## src/sv/prtp_fifo.sv

```systemverilog
// Two-entry register queue used between pipeline sections.
module prtp_fifo #(
  parameter int WIDTH = 8
) (
  input  logic             clk_i,
  input  logic             rst_ni,
  input  logic             push_i,
  input  logic [WIDTH-1:0] wdata_i,
  output logic             full_o,
  input  logic             pop_i,
  output logic [WIDTH-1:0] rdata_o,
  output logic             empty_o
);

  logic [WIDTH-1:0] mem_q [2];
  logic             wptr_q, rptr_q;
  logic [1:0]       cnt_q;
  logic             do_push, do_pop;

  assign full_o  = (cnt_q == 2'd2);
  assign empty_o = (cnt_q == 2'd0);
  assign do_push = push_i && !full_o;
  assign do_pop  = pop_i && !empty_o;
  assign rdata_o = mem_q[rptr_q];

  // pointers and fill count
  always_ff @(posedge clk_i or negedge rst_ni) begin
    if (!rst_ni) begin
      wptr_q <= 1'b0;
      rptr_q <= 1'b0;
      cnt_q  <= 2'd0;
    end else begin
      if (do_push) wptr_q <= ~wptr_q;
      if (do_pop)  rptr_q <= ~rptr_q;
      cnt_q <= cnt_q + {1'b0, do_push} - {1'b0, do_pop};
    end
  end

  // storage
  always_ff @(posedge clk_i) begin
    if (do_push) mem_q[wptr_q] <= wdata_i;
  end

endmodule

```

## config.mk

```make
export PLATFORM = sky130hd
export DESIGN_NAME = prtp_fifo
export DESIGN_NICKNAME = d
export VERILOG_FILES = /design/src/sv/prtp_fifo.sv
export SDC_FILE = /design/constraint.sdc
export NUM_CORES = 1
export LEC_CHECK = 0
export BUFFER_PORTS_ARGS = -buffer_cell sky130_fd_sc_hd__buf_2
export CAP_MARGIN = 20
export CORE_MARGIN = 3
export CORE_UTILIZATION = 40
export DETAILED_ROUTE_END_ITERATION = 8
export REMOVE_ABC_BUFFERS = 1
export SYNTH_ARGS = -nofsm -noshare
export SYNTH_HDL_FRONTEND = slang
export SYNTH_SLANG_ARGS = --single-unit
export TNS_END_PERCENT = 30
```

## constraint.sdc

```tcl
create_clock -name clk_i -period 2.58 [get_ports clk_i]
set_input_delay 0.129 -clock clk_i [delete_from_list [all_inputs] [get_ports clk_i]]
set_output_delay 0.129 -clock clk_i [all_outputs]
set_load 0.005 [all_outputs]
```

==> results by group <==
Outcome
  • Outcome: completed

Power
  • Logic pwr share: 0.306
  • P_int: 710.1 uW
  • VDD IR max: between 0.5 and 0.6 mV
  • Switching Fraction: 0.2862
  • Final total power: ~990 uW
  • Clk pwr share: 0.178
  • Cell Pwr Density: 1012 nW/um^2
  • Net Sw Power: 284.7 uW
  • Leakage: 0.4064 nW
  • Sequential Power Share: 0.516

CTS
  • Clk sinks: 20
  • Clk buf depth: 2
  • Clk pin slew, worst setup/hold paths: 0.11 ns
  • Cts bufs inserted: 3
  • CTS Root Cell: clkbuf_4
  • Worst skew pair latency: 0.30 ns
  • H-tree levels: 1
  • CTS tree: built

Drt
  • Avg WL per Cell: 12.47 um
  • Routed Antenna Nets: 0
  • Initial DRC count: 1
  • WL final: 1197 um
  • # DRC: 0
  • Total number of vias: 437
  • Drt via density: between 4 and 5
  • Drt pass-1 iters: 2

Placement
  • Hpwl dp: between 800 and 900 um
  • Routability cong.: 0.6647
  • Number of port buffers: 21
  • DP Worst Slack: between 0.9 and 1 ns

Layout
  • Layout cells sized above 1: 0.4789
  • Commonest non-fill, non-tap cell in the layout: buf_2
  • FILL cells: roughly 150
  • Diodes inserted: 0
  • Nets@finish: 86
  • Final core utilization: 0.5516
  • Most frequent cells in the layout: buf_2, edfxtp_1, mux2_2
  • Area added between synthesis and finish: 26.77%

Setup path
  • Cells along the critical path: nand2b_1 > nand2_1 > nor2_1
  • CP peak stage delay: 0.58 ns
  • WP data required: 2.52 ns
  • Crit end category: flop
  • Crit-path slowest cell: nor2_1
  • Critical Path AT: approximately 1.5 ns
  • CP startpoint kind: flop
  • CP Class: flop to flop
  • Critical path fanouts, max: 8

Die
  • Die ar.: 2504 sq um
  • Initial core utilization: 0.4351
  • Chip width: 50.04 um
  • Core Footprint: between 1500 and 2000 sq um
  • # IOs: 22
  • Die Ht: 50.04 um
  • Site row count: 15

STA
  • Fin crit share: 0.6230
  • RSZ-0062 raised after global routing: false
  • Final min period: 1.607 ns
  • Sum Neg Setup Slack: 0 ns
  • WHS: around 0.017 ns
  • Final Max Tran Viols: 0
  • Setup violations, final: 0
  • Final hold vios: 0
  • Worst rel slew slack: 0.5087
  • Worst-margin pin slew: 0.7343 ns
  • Post-layout worst setup margin: 0.9727 ns
  • Max frequency: 0.6221 GHz
  • Skew final: 0.007345 ns

Synthesis
  • Mean post-synth cell area: 18.04 sq um
  • YS warnings: 0
  • Yosys cell types: 13
  • Syn Inst Count: 43
  • Seq/Total Area, Yosys: 0.7484
  • Synthesis-stage register bit count: 20
  • Synthesized area: 775.7 sq um

GRT
  • Vias in the first global route: 417
  • Total Routing Usage GR: 0.1063
  • Largest net degree at the start of global routing: 12
  • Initial antenna violation count: 0
  • First-pass GRT wire length: roughly 1900 um
  • Gr ovfl total: 0

Min path
  • Hold Path Class: input pin to flop

Run
  • Max-Cap Viols: 0
-- final timing paths --
path                             from  slack, ns  cells after the start     endpoint
min reg2reg                  cnt_q[1]       0.50                      1     cnt_q[1]
min                        wdata_i[7]       0.02                      1  mem_q[0][7]
max reg2reg                  cnt_q[0]       0.97                      3  mem_q[0][7]
max                          cnt_q[0]       0.97                      3  mem_q[0][7]
max in group asynchronous      rst_ni       2.32                      2       wptr_q
min in group asynchronous      rst_ni       0.15                      2     cnt_q[1]
-- per-stage QoR --
step | area, sq um | instances
3_3_place_gp | 907.1 | 88
6_report | 983.4 | 96
3_5_place_dp | 907.1 | 88
2_1_floorplan | 770.7 | 42
4_1_cts | 953.4 | 93
5_1_grt | 983.4 | 96
-- worst max-delay path, delay by kind of cell, from the launching register on --
kind          cells  cell delay [ns]
flops             1             0.39
simple gates      3             0.85
-- cells in the mapped netlist --
cell      count  area [sq um]
nand2_1       1         3.750
ha_1          2         25.02
xor2_1        1         8.760
and3_1        1         6.260
edfxtp_1     16         480.5
buf_2         1         5.000
nand2b_1      1         6.260
xnor2_1       3         26.28
nor2b_2       1         8.760
mux2_2        8         90.09
dfrtp_1       4         100.1
inv_1         2         7.510
nor2_1        2         7.510
-- sequential cells by signal, summed over array words and instances (netlist names) --
signal and cells:
wptr_q 1, mem_q 16, rptr_q 1, cnt_q 2
-- power groups by stage --
stage / logic (mW) / registers [mW] / clock network [mW]
after floorplan: 0.203 / 0.501 / 0
after global placement: 0.302 / 0.518 / 0
after detailed placement: 0.306 / 0.520 / 0
after CTS: 0.308 / 0.513 / 0.184
after global routing: 0.341 / 0.526 / 0.197
final: 0.305 / 0.513 / 0.177
-- logic make-up after synthesis --
group                    share of synthesized area
adder cells (fa/ha/maj)                    0.03225
XOR/XNOR                                   0.04517
flip-flops                                  0.7484
multiplexers                                0.1161
AND/OR/NAND/NOR                            0.04195
buffers and inverters                      0.01613
-- cell type report --
class	count	area, sq um	share of cell area
repair buffers	25	145.1	0.1476
multi-input cells	20	182.7	0.1858
inverters	2	7.507	0.007634
well taps	25	31.28	0.03181
clock buffers	4	36.28	0.03690
flip-flops and latches	20	580.6	0.5903
-- timing repair --
item / in CTS / in global routing
hold endpoints to repair: 4 / 5
hold buffers: 1 / 3
gates resized for setup: 0 / 0
setup buffers: 0 / 0
-- per-layer routing --
metal	up-vias	wire [um]	global-route usage
li1	210	-	-
met1	214	485	0.1172
met2	11	633	0.1739
met3	2	64	0.03323
met4	0	14	0.06912
met5	-	0	0
(Power assumes the default switching activity.)
