File: src/sv/prtp_pkg.sv
// Shared types, constants and helpers of the point rotate / translate / project block.
package prtp_pkg;

  // field widths
  localparam int MODE_W     = 3;
  localparam int COORD_W    = 24;
  localparam int ANGLE_W    = 17;
  localparam int SCR_W      = 16;
  localparam int WIDTH_W    = 13;
  localparam int FOCAL_W    = 12;
  localparam int NEAR_W     = 16;
  localparam int CFG_IDX_W  = 8;
  localparam int CFG_DATA_W = 16;

  // angle handling: input units are 2^-7 degree, CORDIC works in 2^-15 degree
  localparam int ANG_SCALE_BITS  = 15;
  localparam int ANGLE_FRAC_BITS = 7;
  localparam int ANG_SHIFT       = ANG_SCALE_BITS - ANGLE_FRAC_BITS;
  localparam int RED_W           = ANGLE_W + ANG_SHIFT + 1;
  localparam int ANG_W           = 24;
  localparam int CV_W            = 32;
  localparam int CORDIC_STEPS    = 16;

  localparam logic signed [RED_W-1:0] FULL_TURN    = RED_W'(360 << ANG_SCALE_BITS);
  localparam logic signed [RED_W-1:0] HALF_TURN    = RED_W'(180 << ANG_SCALE_BITS);
  localparam logic signed [RED_W-1:0] QUARTER_TURN = RED_W'(90 << ANG_SCALE_BITS);

  localparam logic signed [CV_W-1:0] CORDIC_START = 32'sd652032874;

  localparam logic signed [ANG_W-1:0] ATAN_TAB [CORDIC_STEPS] = '{
    24'sd1474560, 24'sd870484, 24'sd459940, 24'sd233473,
    24'sd117189,  24'sd58652,  24'sd29333,  24'sd14667,
    24'sd7334,    24'sd3667,   24'sd1833,   24'sd917,
    24'sd458,     24'sd229,    24'sd115,    24'sd57
  };

  // product / rounding widths
  localparam int PROD_W     = COORD_W + CV_W;
  localparam int SUM_W      = PROD_W + 2;
  localparam int PROD_SHIFT = 30;
  localparam logic signed [SUM_W-1:0] ROUND_HALF = SUM_W'(64'sd1 <<< (PROD_SHIFT - 1));

  // projection widths
  localparam int CTR_W = WIDTH_W - 1;
  localparam int D_W   = COORD_W - 1;
  localparam int CD_W  = CTR_W + D_W;
  localparam int NF_W  = COORD_W + FOCAL_W + 1;
  localparam int NUM_W = 38;
  localparam int MAG_W = NUM_W;
  localparam int Q_W   = SCR_W + 1;
  localparam int CMP_W = D_W + Q_W;

  // mode codes
  localparam logic [MODE_W-1:0] MODE_ROT_X  = 3'd0;
  localparam logic [MODE_W-1:0] MODE_ROT_Y  = 3'd1;
  localparam logic [MODE_W-1:0] MODE_ROT_Z  = 3'd2;
  localparam logic [MODE_W-1:0] MODE_MOVE_X = 3'd3;
  localparam logic [MODE_W-1:0] MODE_MOVE_Y = 3'd4;
  localparam logic [MODE_W-1:0] MODE_MOVE_Z = 3'd5;
  localparam logic [MODE_W-1:0] MODE_PASS   = 3'd6;

  // register indexes and reset values
  localparam logic [CFG_IDX_W-1:0] REG_WIDTH  = 8'd0;
  localparam logic [CFG_IDX_W-1:0] REG_HEIGHT = 8'd1;
  localparam logic [CFG_IDX_W-1:0] REG_FOCAL  = 8'd2;
  localparam logic [CFG_IDX_W-1:0] REG_NEAR   = 8'd3;

  localparam logic [WIDTH_W-1:0] RST_WIDTH  = 13'd800;
  localparam logic [WIDTH_W-1:0] RST_HEIGHT = 13'd600;
  localparam logic [FOCAL_W-1:0] RST_FOCAL  = 12'd500;
  localparam logic [NEAR_W-1:0]  RST_NEAR   = 16'd256;

  typedef logic signed [COORD_W-1:0] coord_t;
  typedef logic signed [SCR_W-1:0]   scr_t;
  typedef logic signed [ANG_W-1:0]   ang_t;
  typedef logic signed [CV_W-1:0]    cval_t;

  localparam coord_t COORD_MAX = 24'sh7FFFFF;
  localparam coord_t COORD_MIN = 24'sh800000;
  localparam scr_t   SCR_MAX   = 16'sh7FFF;
  localparam scr_t   SCR_MIN   = 16'sh8000;

  typedef enum logic [1:0] {OP_ROT, OP_MOVE, OP_PASS} op_e;
  typedef enum logic [1:0] {AXIS_X, AXIS_Y, AXIS_Z} axis_e;

  // classified word handed from front to back
  typedef struct packed {
    op_e    op;
    axis_e  axis;
    logic   flip;
    ang_t   ang;
    coord_t x;
    coord_t y;
    coord_t z;
    coord_t off;
  } qword_t;

  typedef struct packed {
    coord_t x;
    coord_t y;
    coord_t z;
  } pt_t;

  typedef struct packed {
    coord_t x;
    coord_t y;
    coord_t z;
    scr_t   sx;
    scr_t   sy;
  } res_t;

  typedef struct packed {
    logic [WIDTH_W-1:0] width;
    logic [WIDTH_W-1:0] height;
    logic [FOCAL_W-1:0] focal;
    logic [NEAR_W-1:0]  near_depth;
  } cfg_t;

  // clamp a wide signed value to the coordinate range
  function automatic coord_t sat_coord(input logic signed [SUM_W-1:0] v);
    coord_t r;
    if (v > SUM_W'(COORD_MAX)) begin
      r = COORD_MAX;
    end else if (v < SUM_W'(COORD_MIN)) begin
      r = COORD_MIN;
    end else begin
      r = COORD_W'(v);
    end
    return r;
  endfunction

endpackage

File: src/sv/prtp_front.sv
// Front end: takes a word, decodes the mode and reduces the angle to a half turn.
module prtp_front (
  input  logic                            clk_i,
  input  logic                            rst_ni,
  input  logic                            push_i,
  output logic                            full_o,
  input  logic [prtp_pkg::MODE_W-1:0]     mode_i,
  input  prtp_pkg::coord_t                in_x_i,
  input  prtp_pkg::coord_t                in_y_i,
  input  prtp_pkg::coord_t                in_z_i,
  input  logic signed [prtp_pkg::ANGLE_W-1:0] angle_i,
  input  prtp_pkg::coord_t                offset_i,
  input  logic                            qfull_i,
  output logic                            qpush_o,
  output prtp_pkg::qword_t                qword_o
);

  logic             v_q;
  prtp_pkg::qword_t w_q, w_d;
  logic             accept, move;
  logic signed [prtp_pkg::RED_W-1:0] a, r1, r2;
  logic             flip;

  assign full_o  = v_q && qfull_i;
  assign move    = v_q && !qfull_i;
  assign accept  = push_i && !full_o;
  assign qpush_o = move;
  assign qword_o = w_q;

  // decode and angle reduction into (-90, 90] degrees plus a sign flip
  always_comb begin
    a = {{(prtp_pkg::RED_W - prtp_pkg::ANGLE_W - prtp_pkg::ANG_SHIFT){angle_i[prtp_pkg::ANGLE_W-1]}},
         angle_i, {prtp_pkg::ANG_SHIFT{1'b0}}};
    if (a > prtp_pkg::HALF_TURN) begin
      r1 = a - prtp_pkg::FULL_TURN;
    end else if (a <= -prtp_pkg::HALF_TURN) begin
      r1 = a + prtp_pkg::FULL_TURN;
    end else begin
      r1 = a;
    end
    flip = 1'b0;
    priority if (r1 > prtp_pkg::QUARTER_TURN) begin
      r2   = r1 - prtp_pkg::HALF_TURN;
      flip = 1'b1;
    end else if (r1 <= -prtp_pkg::QUARTER_TURN) begin
      r2   = r1 + prtp_pkg::HALF_TURN;
      flip = 1'b1;
    end else begin
      r2 = r1;
    end

    w_d.flip = flip;
    w_d.ang  = prtp_pkg::ANG_W'(r2);
    w_d.x    = in_x_i;
    w_d.y    = in_y_i;
    w_d.z    = in_z_i;
    w_d.off  = offset_i;
    unique case (mode_i)
      prtp_pkg::MODE_ROT_X:  begin w_d.op = prtp_pkg::OP_ROT;  w_d.axis = prtp_pkg::AXIS_X; end
      prtp_pkg::MODE_ROT_Y:  begin w_d.op = prtp_pkg::OP_ROT;  w_d.axis = prtp_pkg::AXIS_Y; end
      prtp_pkg::MODE_ROT_Z:  begin w_d.op = prtp_pkg::OP_ROT;  w_d.axis = prtp_pkg::AXIS_Z; end
      prtp_pkg::MODE_MOVE_X: begin w_d.op = prtp_pkg::OP_MOVE; w_d.axis = prtp_pkg::AXIS_X; end
      prtp_pkg::MODE_MOVE_Y: begin w_d.op = prtp_pkg::OP_MOVE; w_d.axis = prtp_pkg::AXIS_Y; end
      prtp_pkg::MODE_MOVE_Z: begin w_d.op = prtp_pkg::OP_MOVE; w_d.axis = prtp_pkg::AXIS_Z; end
      prtp_pkg::MODE_PASS:   begin w_d.op = prtp_pkg::OP_PASS; w_d.axis = prtp_pkg::AXIS_X; end
      default:               begin w_d.op = prtp_pkg::OP_PASS; w_d.axis = prtp_pkg::AXIS_X; end
    endcase
  end

  // input register
  always_ff @(posedge clk_i or negedge rst_ni) begin
    if (!rst_ni) begin
      v_q <= 1'b0;
    end else if (accept) begin
      v_q <= 1'b1;
    end else if (move) begin
      v_q <= 1'b0;
    end
  end

  always_ff @(posedge clk_i) begin
    if (accept) w_q <= w_d;
  end

endmodule

File: config.mk
export PLATFORM = sky130hd
export DESIGN_NAME = prtp_front
export DESIGN_NICKNAME = d
export VERILOG_FILES = /design/src/sv/prtp_pkg.sv /design/src/sv/prtp_front.sv
export SDC_FILE = /design/constraint.sdc
export NUM_CORES = 1
export LEC_CHECK = 0
export BUFFER_PORTS_ARGS = -buffer_cell sky130_fd_sc_hd__buf_2
export CAP_MARGIN = 20
export CORE_ASPECT_RATIO = 0.5
export CORE_MARGIN = 2
export CORE_UTILIZATION = 35
export CTS_CLUSTER_SIZE = 12
export DETAILED_ROUTE_END_ITERATION = 8
export GPL_TIMING_DRIVEN = 0
export PLACE_DENSITY_LB_ADDON = 0.25
export SLEW_MARGIN = 20
export SYNTH_ARGS = -nofsm -noshare
export SYNTH_HDL_FRONTEND = slang
export SYNTH_SLANG_ARGS = --single-unit
File: constraint.sdc
create_clock -name clk_i -period 7.4 [get_ports clk_i]
set_input_delay 0 -clock clk_i [delete_from_list [all_inputs] [get_ports clk_i]]
set_output_delay 0 -clock clk_i [all_outputs]
set_load 0.01 [all_outputs]
==> results of run 1 <==
## critical path: stages
cell	delay, ns
dlygate4sd3_1	0.55
buf_2	0.14
nor4_2	0.39
nand4_1	0.24
and3_4	0.26
o31ai_4	0.35
o2111ai_1	0.23
a21o_1	0.26
a21oi_2	0.26
o32ai_1	0.14
xor2_1	0.17
## power by group through the flow
stage          clock (mW)  sequential [mW]  combinational (mW)
2_1_floorplan           0            0.841              0.0876
3_3_place_gp            0            0.819               0.199
3_5_place_dp            0            0.811               0.210
4_1_cts             0.911            0.797               0.258
5_1_grt             0.938            0.801               0.281
6_report            0.890            0.797               0.258
## state kept, by name, summed over array words and instances, names as in the netlist
| name | flops |
|---|---|
| v_q | 1 |
| qword_o | 117 |
## final cells by class
type / count / area [um^2]
flip-flops and latches: 118 / 3538
repair buffers: 353 / 2402
multi-input cells: 119 / 885.9
fillers: 951 / 4811
plain buffers: 14 / 95.09
clock inverters: 15 / 226.5
clock buffers: 17 / 425.4
well taps: 170 / 212.7
inverters: 8 / 30.03
## stage by stage
step / area [um^2] / setup TNS, ns / util / hold slack (ns)
floorplan: 4542 / 0 / - / -0.2956
global placement: 5941 / -106.34 / 0.4705 / -0.2245
detailed placement: 6043 / 0 / 0.4786 / -0.2238
CTS: 7816 / 0 / 0.6190 / 0.03588
global route: 7816 / 0 / 0.6190 / 0.08735
finish: 7816 / 0 / 0.6190 / 0.06618
## cell families after synthesis
family,Yosys count,synth area share
flops,118,0.7836
compound gates,50,0.08479
simple gates,43,0.05874
buf+inv,22,0.02771
xor+xnor,10,0.02272
fa+ha+maj,5,0.01385
mux,3,0.007758
other cells,1,0.0008305
## cells in the final DEF (no fill, tap or decap), types with 2 or more instances in the layout
master	instances
bufinv_16	5
o21a_1	3
and2_1	4
xor2_1	3
buf_4	10
inv_1	8
edfxtp_1	117
buf_2	239
nor4_2	2
o2111ai_1	2
o21ai_0	6
a211oi_1	2
mux2i_1	2
nand2b_1	3
nand4_1	3
dlygate4sd3_1	112
o211ai_1	3
clkbuf_2	2
ha_1	5
conb_1	8
buf_16	2
nand2_1	10
o21ai_2	2
clkbuf_16	17
nor2_1	8
a21o_1	3
a21oi_1	10
buf_12	2
clkinvlp_4	5
a31oi_1	2
a21boi_0	2
xnor2_1	5
inv_6	3
## what timing repair did
item	CTS	global route
hold buffers	112	0
hold endpoints to repair	110	0
endpoints found under the setup margin	0	0
## path summary, 6_finish.rpt
check	to	slack [ns]
worst max-delay path	qword_o[117]	4.53
worst min-delay path	v_q	0.07
worst max register to register	qword_o[18]	5.37
worst min register to register	v_q	0.73
max in group asynchronous	v_q	6.82
min in group asynchronous	v_q	0.47
## per-layer routing
metal	wire length, um	vias to the layer above
met5	0	-
met4	229	0
met3	669	21
met2	6249	122
met1	4696	1673
li1	-	1729
==> flow_metrics.env, run 1 <==
export IMPL_status="complete, no violations"
export IMPL_postCtsSetupRepairBufs=0
export IMPL_cts_buffers_inserted=17
export IMPL_hold_depth=3
export IMPL_cts_resized=0
export IMPL_yosysUniqueCellTypes=57
export IMPL_synth_top_area_cell="edfxtp_1"
export IMPL_power_frac_clock=0.458
export IMPL_pre_cts_ws_ns=4.468
export IMPL_holdCritStartpoint="qfull_i"
export IMPL_core_um2=12630
export IMPL_drc=0
export IMPL_timing_final_crit_period_ns=2.871
export IMPL_rows=29
export IMPL_p_comb_frac=0.133
export IMPL_syn2layout_area_growth_pct=73.10
export IMPL_start_util=0.3576
export IMPL_portBuffers=237
export IMPL_netlist_top_cells_count="edfxtp_1 (117), a21oi_1 (10), buf_4 (10), nand2_1 (10)"
export IMPL_crit_type="primary input to flop"
export IMPL_cts_tree="done"
export IMPL_cp_max_fo=8
export IMPL_p_leak_nw=3.313
export IMPL_cp_start_kind="primary input"
export IMPL_clkLatencyLatePin_ns=0.40
export IMPL_tightest_slew_ns=0.7562
export IMPL_ys_seq_area_frac=0.7836
export IMPL_drive_above_1_share=0.4736
export IMPL_via_count=3545
export IMPL_syn_area_per_cell_um2=17.92
export IMPL_arrival_ns=3.00
export IMPL_synth_cell_area_um2=4516
export IMPL_gr_total_overflow=0
export IMPL_skew_ns=0.007573
export IMPL_routed_wl_mm=11.85
export IMPL_nets=756
export IMPL_ys_ff_latch=118
export IMPL_hp_class="primary input to flop"
export IMPL_ant_nets=0
export IMPL_sw_frac_of_total=0.2194
export IMPL_grt_use_met3=0.04051
export IMPL_ys_warn_count=0
export IMPL_power_switching_mw=0.4268
export IMPL_pwr_density_cell_nw_per_um2=248.9
export IMPL_dp_cells=670
export IMPL_antenna_found_initial=0
export IMPL_grt_total_usage=0.1701
export IMPL_grtUsageMet2=0.3130
export IMPL_initialDrtViolationCount=197
export IMPL_p_int_mw=1.518
export IMPL_drtPass1Iterations=5
export IMPL_clock_sinks=118
export IMPL_io_pins=247
export IMPL_clockBufferDepth=2
export IMPL_r2r_start="v_q"
export IMPL_async_reset_ff_frac=0.008475
export IMPL_drv_slew=0
export IMPL_die_area_um2=13880
export IMPL_grt_max_degree=29
export IMPL_dpl_hpwl_mm=8.190
export IMPL_synth_most_common_cell="edfxtp_1"
export IMPL_met1_usage=0.1897
export IMPL_finalPower_mw=1.945
export IMPL_crit_required_ns=7.53
export IMPL_ir_drop_uv=176.8
export IMPL_grt_pass1_vias=3569
export IMPL_hold_violations=0
export IMPL_cp_end_kind="flop"
export IMPL_grt_busiest_layer="met2"
export IMPL_max_clock_freq_mhz=348.3
export IMPL_grt_pass1_wl_mm=17.98
export IMPL_die_w_um=164.6
export IMPL_finalNonFillerCells=814
export IMPL_root_buffer="clkbuf_16"
export IMPL_rr_worst_depth=4
export IMPL_synth_edf_count=117
export IMPL_dominantRegCellSynth="edfxtp_1"
export IMPL_die_y_um=84.32
export IMPL_cts_htree_levels=4
export IMPL_synthTopCellsByArea="edfxtp_1 (78%), buf_4 (1.7%), ha_1 (1.4%)"
export IMPL_synth_top_area_share=0.7781
export IMPL_clk_pin_slew_ns=0.05
export IMPL_cap_violations=0
export IMPL_syn_inst=252
export IMPL_finalCritPeriodShare=0.3880
export IMPL_slew_headroom=0.4948
export IMPL_antenna_cells=0
export IMPL_setup_viol=0
export IMPL_via_per_inst=4.355
export IMPL_layout_setup_ws_ns=4.529
export IMPL_pwr_share_seq=0.410
export IMPL_routedWlPerCell_um=14.55
export IMPL_place_congestion=0.8219
export IMPL_cp_startpoint="angle_i[5]"
export IMPL_rsz0062_at_grt="false"
Note: power is estimated with default switching activity, not from simulation.
==> run 2, diff against run 1 <==
--- a/config.mk
+++ b/config.mk
@@ -5,6 +5,7 @@
 export SDC_FILE = /design/constraint.sdc
 export NUM_CORES = 1
 export LEC_CHECK = 0
+export ABC_AREA = 1
 export BUFFER_PORTS_ARGS = -buffer_cell sky130_fd_sc_hd__buf_2
 export CAP_MARGIN = 20
 export CORE_ASPECT_RATIO = 0.5
==> constraint.sdc (replaced) <==
create_clock -name clk_i -period 2.94 [get_ports clk_i]
set_input_delay 0 -clock clk_i [delete_from_list [all_inputs] [get_ports clk_i]]
set_output_delay 0 -clock clk_i [all_outputs]
set_load 0.01 [all_outputs]
==> run 2 against run 1 <==
Against the previous run:
- sequential cell count stayed put
- hold slack worse by 0.032 ns
- sequential share of layout area rose by 0.27 points
- sequential power grew to 2.5 times the previous value
- via count increased by 6.2%
- critical path depth increased by 8
- critical path type unchanged
- largest cell class unchanged
==> flow_metrics.env, run 2 <==
export IMPL_hp_class="primary input to flop"
export IMPL_ir_drop_uv=468.2
export IMPL_antenna_cells=0
export IMPL_finalPower_mw=4.504
export IMPL_root_buffer="clkbuf_16"
export IMPL_start_util=0.3600
export IMPL_synth_adder_area_share=0.01368
export IMPL_hold_depth=3
export IMPL_syn_inst=317
export IMPL_nets=822
export IMPL_setup_viol=0
export IMPL_slew_headroom=0.6035
export IMPL_clk_pin_slew_ns=0.05
export IMPL_gr_total_overflow=0
export IMPL_netlist_top_cells_count="edfxtp_1 (117), nand2_1 (65), nand3_1 (30), inv_1 (21), nor2_1 (17)"
export IMPL_max_clock_freq_mhz=432.3
export IMPL_crit_type="primary input to flop"
export IMPL_cts_resized=0
export IMPL_drive_above_1_share=0.4324
export IMPL_clockBufferDepth=2
export IMPL_ys_warn_count=0
export IMPL_multiInputGateArea_um2=887.1
export IMPL_synthTopCellsByArea="edfxtp_1 (77%), nand2_1 (5.3%), nand3_1 (3.3%)"
export IMPL_ys_ff_latch=118
export IMPL_dpl_hpwl_mm=8.184
export IMPL_place_congestion=0.8098
export IMPL_io_pins=247
export IMPL_p_leak_nw=3.474
export IMPL_routedWlPerCell_um=13.55
export IMPL_grt_pass1_vias=3760
export IMPL_drv_slew=0
export IMPL_die_area_um2=14050
export IMPL_die_w_um=165.6
export IMPL_yosysUniqueCellTypes=29
export IMPL_ys_seq_area_frac=0.7739
export IMPL_ant_nets=0
export IMPL_syn_area_per_cell_um2=14.42
export IMPL_crit_required_ns=3.10
export IMPL_portBuffers=236
export IMPL_cap_violations=0
export IMPL_cp_max_fo=10
export IMPL_clock_sinks=118
export IMPL_tightest_slew_ns=0.5934
export IMPL_arrival_ns=2.47
export IMPL_core_um2=12700
export IMPL_fin_util=0.6118
export IMPL_fin_hold_ws_ns=0.03421
export IMPL_via_per_inst=4.280
export IMPL_skew_ns=0.007882
export IMPL_mostFrequentLayoutCells="buf_2 (236), edfxtp_1 (117), dlygate4sd3_1 (114)"
export IMPL_grt_pass1_wl_mm=18.66
export IMPL_async_reset_ff_frac=0.008475
export IMPL_grt_total_usage=0.1706
export IMPL_synth_top_area_cell="edfxtp_1"
export IMPL_cp_start_kind="primary input"
export IMPL_synth_compound_area_frac=0.02545
export IMPL_regArea_um2=3538
export IMPL_hold_violations=0
export IMPL_via_count=3766
export IMPL_largest_register_ffs=117
export IMPL_yosys_area_share_simple=0.1352
export IMPL_synth_most_common_cell="edfxtp_1"
export IMPL_drtPass1Iterations=4
export IMPL_synth_cell_area_um2=4572
export IMPL_drc=0
export IMPL_hold_buffers=114
export IMPL_status="complete, no violations"
export IMPL_cts_tree="done"
export IMPL_synth_edf_count=117
export IMPL_synth_top_area_share=0.7685
export IMPL_clkLatencyLatePin_ns=0.40
export IMPL_synthXorXnorAreaFrac=0.01149
export IMPL_routed_wl_mm=11.93
export IMPL_die_y_um=84.82
export IMPL_rows=29
export IMPL_grt_max_degree=30
export IMPL_cp_end_kind="flop"
export IMPL_rr_worst_depth=5
export IMPL_rsz0062_at_grt="false"
export IMPL_antenna_found_initial=0
export IMPL_initialDrtViolationCount=180
export IMPL_dominantRegCellSynth="edfxtp_1"
export IMPL_mostFrequentLayoutCell="buf_2"
export IMPL_syn2layout_area_growth_pct=69.95
export IMPL_cts_buffers_inserted=17
export IMPL_nFillCells=1019
export IMPL_postCtsSetupRepairBufs=0
export IMPL_finalCritPeriodShare=0.7869
export IMPL_cts_htree_levels=4
export IMPL_pwr_density_cell_nw_per_um2=579.7
export IMPL_synth_top_family_by_area="simple AND/OR/NAND/NOR gates"
export IMPL_timing_final_crit_period_ns=2.313
export IMPL_synth_mux_area_frac=0
==> run 2: power breakdown <==
| part | switching [mW] | internal (mW) | leakage, nW |
|---|---|---|---|
| combinational | 0.335 | 0.315 | 2.10 |
| clock | 0.706 | 1.15 | 0.251 |
| sequential | 0.0224 | 1.98 | 1.13 |
| total | 1.06 | 3.44 | 3.47 |
==> run 2: cell families (layout without fill, tap and decap cells) <==
| family | Yosys count | in the layout |
|---|---|---|
| AOI/OAI and AO/OA | 18 | 18 |
| xor gates and xnor gates | 6 | 6 |
| adders and majority gates | 5 | 5 |
| buffers and inverters | 37 | 423 |
| DFF | 118 | 118 |
| other | 1 | 8 |
| and+or+nand+nor | 132 | 132 |
==> run 2: worst paths after layout <==
| path | startpoint | end | slack (ns) |
|---|---|---|---|
| setup / recovery | angle_i[6] | qword_o[117] | 0.63 |
| hold / removal | angle_i[9] | qword_o[113] | 0.03 |
| setup reg to reg | v_q | qword_o[27] | 1.16 |
| hold reg to reg | v_q | qword_o[62] | 0.84 |
| max in group asynchronous | rst_ni | v_q | 2.36 |
| min in group asynchronous | rst_ni | v_q | 0.48 |
==> run 2: metal layers <==
layer,share of wire,GRT usage,up-vias
li1,-,-,1871
met1,0.39,0.1930,1757
met2,0.54,0.3112,115
met3,0.040,0.03451,23
met4,0.024,0.08933,0
met5,0,0,-
==> run 2: through the flow <==
step	std cells	cell area, um^2	setup TNS [ns]	worst slack [ns]
floorplan	324	4606	0	0.2589
global placement	730	6000	-40.89	-0.3573
detailed placement	734	6087	0	0.7017
CTS	880	7770	0	0.6247
global route	880	7770	0	0.3011
finish	880	7770	0	0.6266
==> run 2: critical path, stage by stage <==
cell and delay (ns):
dlygate4sd3_1 0.54, buf_2 0.13, nor2_1 0.09, nand2_1 0.06, nor2_1 0.26, nand2_1 0.20, nand2_4 0.17, nand2_1 0.08
nand2_1 0.07, nand2_2 0.09, ha_1 0.20, nor2_1 0.14, nand2_1 0.09, nand2_1 0.07, nand2_1 0.06, nand3_1 0.08
nand2_1 0.05, nand2_1 0.05, nand2_1 0.04
==> run 2: final cells by class <==
cell class	instances	area share
multi-input combinational	169	0.1142
timing repair buffer	354	0.3101
tap	170	0.02738
clock inverter	14	0.01449
clock buffer	18	0.05523
inverter	27	0.01304
buffer	10	0.01014
sequential	118	0.4554
==> run 3, diff against run 2 <==
--- a/config.mk
+++ b/config.mk
@@ -5,7 +5,7 @@
 export SDC_FILE = /design/constraint.sdc
 export NUM_CORES = 1
 export LEC_CHECK = 0
-export ABC_AREA = 1
+export ABC_AREA = 0
 export BUFFER_PORTS_ARGS = -buffer_cell sky130_fd_sc_hd__buf_2
 export CAP_MARGIN = 20
 export CORE_ASPECT_RATIO = 0.5
==> constraint.sdc (replaced) <==
create_clock -name clk_i -period 2.4 [get_ports clk_i]
set_input_delay 0 -clock clk_i [delete_from_list [all_inputs] [get_ports clk_i]]
set_output_delay 0 -clock clk_i [all_outputs]
set_load 0.01 [all_outputs]
==> run 3 against run 2 <==
Against the previous run:
- critical path depth down 6
- combinational power up 27%
- non-clock buffer count up 7
- largest power group unchanged
- die area down 1.2%
- critical endpoint is now qword_o[118]
- cell area up 0.27%
- register-to-register slack worse by 0.85 ns
- via count down 5.4%
- highest routed layer unchanged
- total power up 23%
==> flow_metrics.env, run 3 (synthesis results as in run 1) <==
export IMPL_status="complete, no violations"
export IMPL_largest_register_ffs=117
export IMPL_antenna_found_initial=0
export IMPL_clk_pin_slew_ns=0.05
export IMPL_rsz0062_at_grt="false"
export IMPL_rows=29
export IMPL_setup_viol=0
export IMPL_core_um2=12630
export IMPL_grt_pass1_vias=3687
export IMPL_root_buffer="clkbuf_16"
export IMPL_hp_class="primary input to flop"
export IMPL_clock_sinks=118
export IMPL_mostFrequentLayoutCell="buf_2"
export IMPL_initialDrtViolationCount=180
export IMPL_start_util=0.3576
export IMPL_r2r_slack_ns=0.31
export IMPL_portBuffers=237
export IMPL_cap_violations=0
export IMPL_fin_hold_ws_ns=0.2028
export IMPL_via_per_inst=4.357
export IMPL_nets=760
export IMPL_ir_drop_uv=655.8
export IMPL_grt_max_degree=29
export IMPL_drtPass1Iterations=4
export IMPL_drive_above_1_share=0.4877
export IMPL_final_area_um2=7791
export IMPL_clkLatencyLatePin_ns=0.39
export IMPL_mostFrequentLayoutCells="buf_2 (239), edfxtp_1 (117), dlygate4sd3_1 (113)"
export IMPL_die_area_um2=13880
export IMPL_drc=0
export IMPL_dpl_hpwl_mm=8.083
export IMPL_grt_pass1_wl_mm=18.20
export IMPL_slew_headroom=0.5343
export IMPL_dpl_cell_area_um2=6068
export IMPL_pwr_density_cell_nw_per_um2=712.1
export IMPL_arrival_ns=2.40
export IMPL_cp_end_kind="flop"
export IMPL_crit_type="primary input to flop"
export IMPL_skew_ns=0.007164
export IMPL_cts_buffers_inserted=17
export IMPL_finalPower_mw=5.548
export IMPL_die_w_um=164.6
export IMPL_cts_htree_levels=4
export IMPL_crit_required_ns=2.54
export IMPL_routedWlPerCell_um=14.81
export IMPL_io_pins=247
export IMPL_hold_violations=0
export IMPL_syn2layout_area_growth_pct=72.54
export IMPL_antenna_cells=0
export IMPL_max_clock_freq_mhz=442.2
export IMPL_p_leak_nw=3.309
export IMPL_tns_ns=0
export IMPL_routed_wl_mm=12.12
export IMPL_finalCritPeriodShare=0.9422
export IMPL_ant_nets=0
export IMPL_die_y_um=84.32
export IMPL_timing_final_crit_period_ns=2.261
export IMPL_cp_start_kind="primary input"
export IMPL_drv_slew=0
export IMPL_fin_util=0.6170
export IMPL_cp_max_fo=8
export IMPL_cts_tree="done"
export IMPL_place_congestion=0.7977
export IMPL_tightest_slew_ns=0.6970
export IMPL_grt_total_usage=0.1717
export IMPL_gr_total_overflow=0
export IMPL_via_count=3564
export IMPL_clockBufferDepth=2
-- run 3: changes by cell type in the layout (fill, tap and decap cells not counted), sizes merged, moves of 5 or more --
cell / before / now
nand2: 78 / 10
xnor2: 1 / 6
nand3: 30 / 2
nor2: 20 / 8
a21oi: 4 / 11
inv: 27 / 8
buf: 250 / 256
-- run 3: path summary, 6_finish.rpt --
| path | start | endpoint | depth (start not counted) |
|---|---|---|---|
| setup / recovery | angle_i[10] | qword_o[118] | 13 |
| hold reg to reg | v_q | qword_o[82] | 2 |
| setup reg to reg | v_q | qword_o[105] | 5 |
| max in group asynchronous | rst_ni | v_q | 3 |
| hold / removal | qfull_i | qword_o[82] | 3 |
| min in group asynchronous | rst_ni | v_q | 3 |
-- run 3: routing by layer --
metal	share of wire	GRT usage	vias to the layer above
met5	0	0	-
met4	0.030	0.08775	0
met3	0.052	0.03261	35
met2	0.53	0.3214	139
met1	0.39	0.1857	1652
li1	-	-	1738
-- run 3: timing repair --
| action | 4_1_cts | 5_1_grt |
|---|---|---|
| hold endpoints to repair | 111 | 0 |
| pin swaps | 1 | 2 |
| setup buffers | 2 | 1 |
| resized for setup | 0 | 6 |
| hold buffers | 113 | 0 |
| cloned | 0 | 0 |
| setup endpoints to repair | 4 | 6 |
-- run 3: final cells by class --
class	count	area, um^2
sequential	118	3538
clock inverter	14	112.6
clock buffer	18	429.2
multi-input combinational	119	927.1
fill	976	4836
timing repair buffer	357	2435
inverter	8	32.53
tap	170	212.7
buffer	14	103.9
-- run 3: critical path, cell delays in order --
cell       delay (ns)
buf_2            0.11
clkbuf_8         0.15
inv_4            0.08
ha_1             0.13
and4b_1          0.19
nand4_1          0.24
nand3_2          0.22
mux2i_2          0.29
o2111ai_2        0.18
a21o_1           0.23
a21oi_2          0.26
a22oi_1          0.14
xor2_1           0.16
-- run 3: power breakdown --
part / leakage (nW) / total (mW) / switching [mW] / internal (mW)
registers: 1.13 / 2.46 / 0.0275 / 2.43
clock network: 0.264 / 2.26 / 0.855 / 1.41
logic: 1.92 / 0.827 / 0.405 / 0.422
total: 3.31 / 5.55 / 1.29 / 4.26
-- run 3: metrics by stage --
stage	setup slack, ns	instances
global placement	-0.8978	666
CTS	0.08404	817
global route	0.005874	818
floorplan	-0.2679	259
finish	0.1388	818
detailed placement	-0.4961	670
